`src/rtl/acfm_pkg.sv`:
```
// ----------------------------------------------------------------------------
// acfm_pkg
// Shared widths, codes and control records of the cumulative frequency model.
// ----------------------------------------------------------------------------
package acfm_pkg;

  localparam int unsigned NumSymbolsDef = 257;
  localparam int unsigned SymW   = 9;
  localparam int unsigned ValW   = 32;
  localparam int unsigned SumW   = 40;
  localparam int unsigned ScaleW = 30;
  localparam int unsigned ActW   = 2;
  localparam int unsigned StW    = 2;
  localparam int unsigned ProdW  = 64;

  localparam logic [ScaleW-1:0] ScaleRst = 30'd65535;
  localparam logic [ValW-1:0]   MinRange = 32'd2;

  typedef enum logic [ActW-1:0] {
    ACT_LOAD   = 2'd0,
    ACT_BUILD  = 2'd1,
    ACT_RANGE  = 2'd2,
    ACT_DECODE = 2'd3
  } action_e;

  typedef enum logic [StW-1:0] {
    ST_OK        = 2'd0,
    ST_ZERO_SUM  = 2'd1,
    ST_NOT_BUILT = 2'd2
  } status_e;

  typedef struct packed {
    logic    cap_in;
    logic    ld_rd;
    logic    ld_wr;
    logic    bld_fail;
    logic    bld_init;
    logic    bld_rd;
    logic    bld_mul;
    logic    bld_acc;
    logic    div_start;
    logic    div_dec;
    logic    dec_mul;
    logic    key_zero;
    logic    key_ld;
    logic    srch_rd;
    logic    srch_cmp;
    logic    srch_fin;
    logic    q_rd0;
    logic    q_rd1;
    logic    q_cap;
    logic    set_st;
    status_e st;
    logic    out_load;
  } cmd_t;

  typedef struct packed {
    action_e action;
    logic    sym_ok;
    logic    sum_zero;
    logic    tbl_ready;
    logic    w_last;
    logic    span_zero;
    logic    prod_zero;
    logic    div_done;
  } sts_t;

endpackage

```
`src/rtl/acfm_div.sv`:
```
// ----------------------------------------------------------------------------
// acfm_div
// Restoring divider, one quotient bit per cycle.
// ----------------------------------------------------------------------------
module acfm_div #(
  parameter int unsigned DW = acfm_pkg::ProdW,
  parameter int unsigned VW = acfm_pkg::SumW
) (
  input  logic          clk_i,
  input  logic          rst_ni,
  input  logic          start_i,
  input  logic [DW-1:0] dividend_i,
  input  logic [VW-1:0] divisor_i,
  output logic          done_o,
  output logic [DW-1:0] quot_o
);

  localparam int unsigned CW = $clog2(DW);

  logic          busy_q;
  logic          done_q;
  logic [CW-1:0] cnt_q;
  logic [DW-1:0] quo_q;
  logic [VW-1:0] rem_q;
  logic [VW-1:0] dvs_q;
  logic [VW:0]   rem_sh;
  logic [VW:0]   rem_n;
  logic          ge;

  assign rem_sh = {rem_q, quo_q[DW-1]};
  assign ge     = rem_sh >= {1'b0, dvs_q};
  assign rem_n  = ge ? rem_sh - {1'b0, dvs_q} : rem_sh;

  always_ff @(posedge clk_i or negedge rst_ni) begin
    if (!rst_ni) begin
      busy_q <= 1'b0;
      done_q <= 1'b0;
      cnt_q  <= '0;
    end else if (start_i) begin
      busy_q <= 1'b1;
      done_q <= 1'b0;
      cnt_q  <= CW'(DW - 1);
    end else if (busy_q) begin
      cnt_q <= cnt_q - 1'b1;
      if (cnt_q == '0) begin
        busy_q <= 1'b0;
        done_q <= 1'b1;
      end
    end else begin
      done_q <= 1'b0;
    end
  end

  always_ff @(posedge clk_i) begin
    if (start_i) begin
      quo_q <= dividend_i;
      rem_q <= '0;
      dvs_q <= divisor_i;
    end else if (busy_q) begin
      quo_q <= {quo_q[DW-2:0], ge};
      rem_q <= rem_n[VW-1:0];
    end
  end

  assign done_o = done_q;
  assign quot_o = quo_q;

endmodule

```
`config.mk`:
```
export PLATFORM = sky130hd
export DESIGN_NAME = acfm_div
export DESIGN_NICKNAME = d
export VERILOG_FILES = /design/src/rtl/acfm_pkg.sv /design/src/rtl/acfm_div.sv
export SDC_FILE = /design/constraint.sdc
export NUM_CORES = 1
export LEC_CHECK = 0
export BUFFER_PORTS_ARGS = -buffer_cell sky130_fd_sc_hd__buf_4
export CAP_MARGIN = 20
export CORE_MARGIN = 2
export CORE_UTILIZATION = 35
export CTS_CLUSTER_DIAMETER = 30
export DETAILED_ROUTE_END_ITERATION = 16
export HOLD_SLACK_MARGIN = 0.05
export PLACE_DENSITY_LB_ADDON = 0.15
export SETUP_SLACK_MARGIN = 0.2
export SYNTH_ARGS = -nofsm -noshare
export SYNTH_HDL_FRONTEND = slang
export SYNTH_SLANG_ARGS = --single-unit
```
`constraint.sdc`:
```
create_clock -name clk_i -period 6.2 [get_ports clk_i]
set_input_delay 0.62 -clock clk_i [delete_from_list [all_inputs] [get_ports clk_i]]
set_output_delay 0.62 -clock clk_i [all_outputs]
set_load 0.05 [all_outputs]
```
Yosys cells after proc, flatten, opt, wreduce, memory -nomap -nowiden
Cells that the tools add are included.
{"block": "word_totals", "register_bits": 152, "input_bits": 107, "elab_cells": 23}
{"block": "classes", "add_sub_neg": 2, "order_cmp": 1, "eq_ne": 1, "n_mux": 11, "n_reduce_logical": 2}
{"operator": "64-bit two-way mux", "n": 2}
{"operator": "41-bit by 40-bit greater-or-equal comparator with 1-bit output", "n": 1}
{"operator": "40-bit two-way mux", "n": 1}
{"operator": "40-bit subtractor", "n": 1}
{"operator": "6-bit two-way mux", "n": 2}
{"operator": "6-bit zero test", "n": 1}
{"operator": "1-bit two-way mux", "n": 6}
{"operator": "6-bit by 1-bit subtractor with 6-bit output (second input constant)", "n": 1}
{"operator": "3-bit by 2-bit != test with 1-bit output (second input constant)", "n": 1}
{"operator": "2-bit nonzero test", "n": 1}

Logic depth before layout (Yosys ltp)
{"block": "logic_depth", "ltp_word": 4, "depth_mapped": 13}

Worst setup path after synthesis
No wires, ideal clock.
{"block": "synth_timing", "kind": "input -> register", "start": "input port start_i", "end": "register quo_q[0] (netlist: quot_o[0]) (enable)", "setup_ns": 0.418, "arrival_time_ns": 2.594, "required_time_ns": 5.782, "path_slack_ns": 3.188, "cell_stages": 4, "cell_sequence": "clkbuf_1 -> clkbuf_1 -> nor2_1 -> inv_1"}
{"block": "synth_between", "elab_chain_len": 1}
{"element": "start, declared", "line_no": "acfm_div.sv:11", "text": "input logic start_i,"}
{"element": "2-bit nonzero test (no line)"}
{"element": "end signal, assigned", "line_no": "acfm_div.sv:56", "text": "quo_q <= dividend_i;"}
{"element": "end signal, assigned", "line_no": "acfm_div.sv:60", "text": "quo_q <= {quo_q[DW-2:0], ge};"}
{"element": "end, declared", "line_no": "acfm_div.sv:23", "text": "logic [DW-1:0] quo_q;"}
No other way between the ends.
A chain may end at the register's enable or synchronous reset.

Worst setup path in the final report
{"block": "layout_timing", "start": "register dvs_q[1]", "end": "register rem_q[32]"}
{"block": "layout_between", "elab_chain_len": 2, "word_cells_on_any_way": 3}
{"element": "start, declared", "line_no": "acfm_div.sv:25", "text": "logic [VW-1:0] dvs_q;"}
{"element": "start signal, assigned", "line_no": "acfm_div.sv:58", "text": "dvs_q <= divisor_i;"}
{"element": "40-bit subtractor or 41-bit by 40-bit greater-or-equal comparator with 1-bit output (tied branches)", "line_no": "acfm_div.sv:32, acfm_div.sv:31"}
{"element": "40-bit two-way mux (*)", "line_no": "acfm_div.sv:32", "text": "assign rem_n = ge ? rem_sh - {1'b0, dvs_q} : rem_sh;"}
{"element": "end signal, assigned", "line_no": "acfm_div.sv:61", "text": "rem_q <= rem_n[VW-1:0];"}
{"element": "end, declared", "line_no": "acfm_div.sv:24", "text": "logic [VW-1:0] rem_q;"}
Every way passes the cells marked *; elsewhere a longest branch is shown, timed or not.

==> run metrics <==
clock-pin slew on the worst setup and hold paths=0.07 ns; worst setup slack for register-to-register paths=2.56 ns; cell with the largest stage delay on the worst path=sky130_fd_sc_hd__nor2_2; post-route fraction of the period consumed by the critical path=0.587; Tot Pwr=4240 µW; setup slack after layout=2.56 ns; number of antenna violations at the first check in global routing=0; number of violations reported at the end of detailed-routing iteration 0=403; ys flop type=sky130_fd_sc_hd__edfxtp_1; share of cells above drive strength 1=0.307; effective utilization at floorplan=0.354; WP data required=6.54 ns; Pins Over Slew Limit=0; Sw Share=0.411; number of clock sinks=152; # resized after CTS=0; first-pass GRT wire length=38200 µm; Worst Hold Depth=1; Worst EP arrival=3.98 ns; distinct cell type count after synthesis=75; die boundary height=163 µm; GRT Resource Usage Total=0.182; cell area after placement=10400 µm²; area added between synthesis and finish=23.6%; Final ANT Viol Nets=0; clk_lat worst skew=0.44 ns; Core Rows=58; #FFs+latches synth=152; Worst Setup Slack post-DPL=2.53 ns; number of inserted diodes=0; minimum clock period=3.64 ns; endpoints failing hold=0; sequential fraction of the synthesis area=0.465; total global routing overflow=0; maximum fanout along the worst path=22; cell breakdown of the critical path=inv_1 -> ha_1 -> nor2b_1 -> o21ba_1 -> o2111a_1 -> o311ai_1 -> a2111oi_2 -> nor2_2 -> buf_4 -> nand2_1 -> a311oi_1; DRC violations left=0; cell area power density=387 nW/µm²; path class of the lowest-slack min-delay path=in2reg; type of destination of the critical path=flop; most instantiated library cell after synthesis=sky130_fd_sc_hd__edfxtp_1; Post-CTS Repair Setup Buffers=0; Critical Path Max Stage Delay=0.64 ns; Post-Syn Area=8870 µm²; Horiz. Die Dim=163 µm; worst setup skew after layout=0.0133 ns; relative max-transition margin=0.366; routed wire length=23600 µm; setup-violating endpoint count in the final report=0; terminating pin of the worst hold path=dvs_q[38]; YS warnings=0; clock tree buffer depth=2; Hold Path Origin=divisor_i[38]; total nets after synthesis=991; DIE AREA=26600 µm²; gate count after technology mapping=841; result of the run=completed; synthesized area per cell=10.5 µm²; cell type with the highest aggregate area in the netlist=sky130_fd_sc_hd__edfxtp_1; endpoint of the lowest-slack register-to-register path=rem_q[32]; maxcap violations=0; count of nets after finishing=1138; Synth top area share=0.352; clock tree root buffer cell=sky130_fd_sc_hd__clkbuf_16; fraction of power consumed by the clock network=0.246; post-route cell area=11000 µm²; leak pwr=0.00455 µW; Placer Congestion=0.861; number of detailed-routing iterations run before antenna repair=5; detail-routed via count per cell=5.21; clock tree from TritonCTS=yes; via count of the first global-routing pass=7083; number of buffers created by CTS=17; P_int=2500 µW; element type at the critical path start=flop; maximum clock frequency=275 MHz; deepest level of the CTS H-tree=4; Area contributors post-synth=sky130_fd_sc_hd__edfxtp_1 35%, sky130_fd_sc_hd__dfxtp_1 9.0%, sky130_fd_sc_hd__mux2_2 8.3%, sky130_fd_sc_hd__ha_1 5.9%, sky130_fd_sc_hd__a311oi_2 3.6%; top-level I/O count=172; commonest cells in the synthesized netlist=104 x sky130_fd_sc_hd__edfxtp_1, 84 x sky130_fd_sc_hd__nand2_1, 65 x sky130_fd_sc_hd__mux2_2; share of power burned in combinational logic=0.426; Peak supply drop=0.189 mV; Synth async-reset ratio=0.0526; total half-perimeter wirelength after legalization and detailed placement=17100 µm; maximum number of pins on one net before global-route repair=74; number of flops mapped to enable cells by yosys=104; RSZ-0062 raised after global routing=no; input/output buffers=171; Routed wire per std cell=17.7 µm; Core ar.=25000 µm²; logic depth of the worst register-to-register path=11; NetSw=1740 µW; total via count after detailed routing=6937; Critical R2R Launch=dvs_q[1]; type of the setup path with the least slack=reg2reg; pin slew with the least headroom to its limit=0.947 ns; Flop pwr share=0.328; setup TNS=0 ns
## area by class of cell
type                    count  area, µm²
clock buffers              17        425
clock inverters            15        153
fillers                  2438      14100
inverters                  52        195
multi-input cells         588       4310
flip-flops and latches    152       4130
well taps                 330        413
repair buffers            177       1340
## worst max-delay path by stage
stage / start / endpoint / slack [ns] / cells past startpoint
final: dvs_q[1] / rem_q[32] / 2.56 / 11
after detailed placement: dvs_q[1] / rem_q[32] / 2.53 / 11
after global routing: dvs_q[1] / rem_q[32] / 2.18 / 11
after global placement: dvs_q[22] / rem_q[9] / 2.64 / 11
after CTS: dvs_q[1] / rem_q[32] / 2.49 / 11
after floorplan: start_i / quot_o[0] / 3.19 / 4
## what timing repair did
item                                   4_1_cts  5_1_grt
hold buffers                                 1        0
endpoints found under the hold margin        8        0
setup endpoints to repair                    0        0
## flip-flops by register name, indices dropped and copies added (netlist names)
name    flops
quot_o     64
busy_q      1
rem_q      40
cnt_q       6
dvs_q      40
done_o      1
## worst max-delay path: cells and delay by family (launching register included)
kind                       cells  cell delay [ns]
DFF                            1             0.42
buffers and inverters          2             0.50
adders and majority gates      1             0.23
AOI/OAI and AO/OA              5             1.51
and+or+nand+nor                3             0.88
## power groups by stage
stage | registers, µW | logic, µW | clock network, µW
6_report | 1390 | 1810 | 1040
5_1_grt | 1410 | 1990 | 1100
4_1_cts | 1390 | 1810 | 1070
3_5_place_dp | 1410 | 1800 | 0
3_3_place_gp | 1410 | 1810 | 0
2_1_floorplan | 1550 | 1220 | 0
## per-stage QoR
stage,std cells,hold WS (ns),util
floorplan,841,0.324,-
global route,1331,0.336,0.438
finish,1331,0.360,0.438
global placement,1298,0.447,0.414
detailed placement,1298,0.446,0.414
CTS,1331,0.338,0.438
## cell usage in the layout, fill, tap and decap left out, drive strengths merged, types with 8 or more instances in the layout
| cell | netlist | routed |
|---|---|---|
| edfxtp | 104 | 104 |
| mux2 | 65 | 65 |
| nor2 | 59 | 59 |
| dfxtp | 40 | 40 |
| or3 | 10 | 10 |
| o21a | 13 | 13 |
| ha | 42 | 42 |
| nand4 | 8 | 8 |
| a21o | 17 | 17 |
| and3 | 10 | 10 |
| nand2 | 85 | 85 |
| a21oi | 53 | 53 |
| buf | 20 | 176 |
| clkbuf | 29 | 17 |
| o21ai | 37 | 37 |
| nand2b | 10 | 10 |
| nor3 | 8 | 8 |
| xor2 | 12 | 12 |
| nand3 | 15 | 15 |
| a311oi | 29 | 29 |
| xnor2 | 16 | 16 |
| dfrtp | 8 | 8 |
| inv | 52 | 62 |
## logic make-up after synthesis
logic type | after synthesis | share of synthesized area
compound gates | 215 | 0.183
buf+inv | 101 | 0.0484
xor+xnor | 28 | 0.0277
simple gates | 232 | 0.126
fa+ha+maj | 43 | 0.0615
flops | 152 | 0.465
mux | 70 | 0.0882
## metal layers
| layer | routed length (µm) | up-vias | share of wire | GRT usage |
|---|---|---|---|---|
| met1 | 10800 | 3303 | 0.46 | 0.238 |
| met4 | 182 | 0 | 0.0077 | 0.0350 |
| li1 | - | 3418 | - | - |
| met3 | 2090 | 11 | 0.089 | 0.0762 |
| met2 | 10500 | 205 | 0.45 | 0.284 |
| met5 | 0 | - | 0 | 0 |
Note: power is estimated with default switching activity, not from simulation.
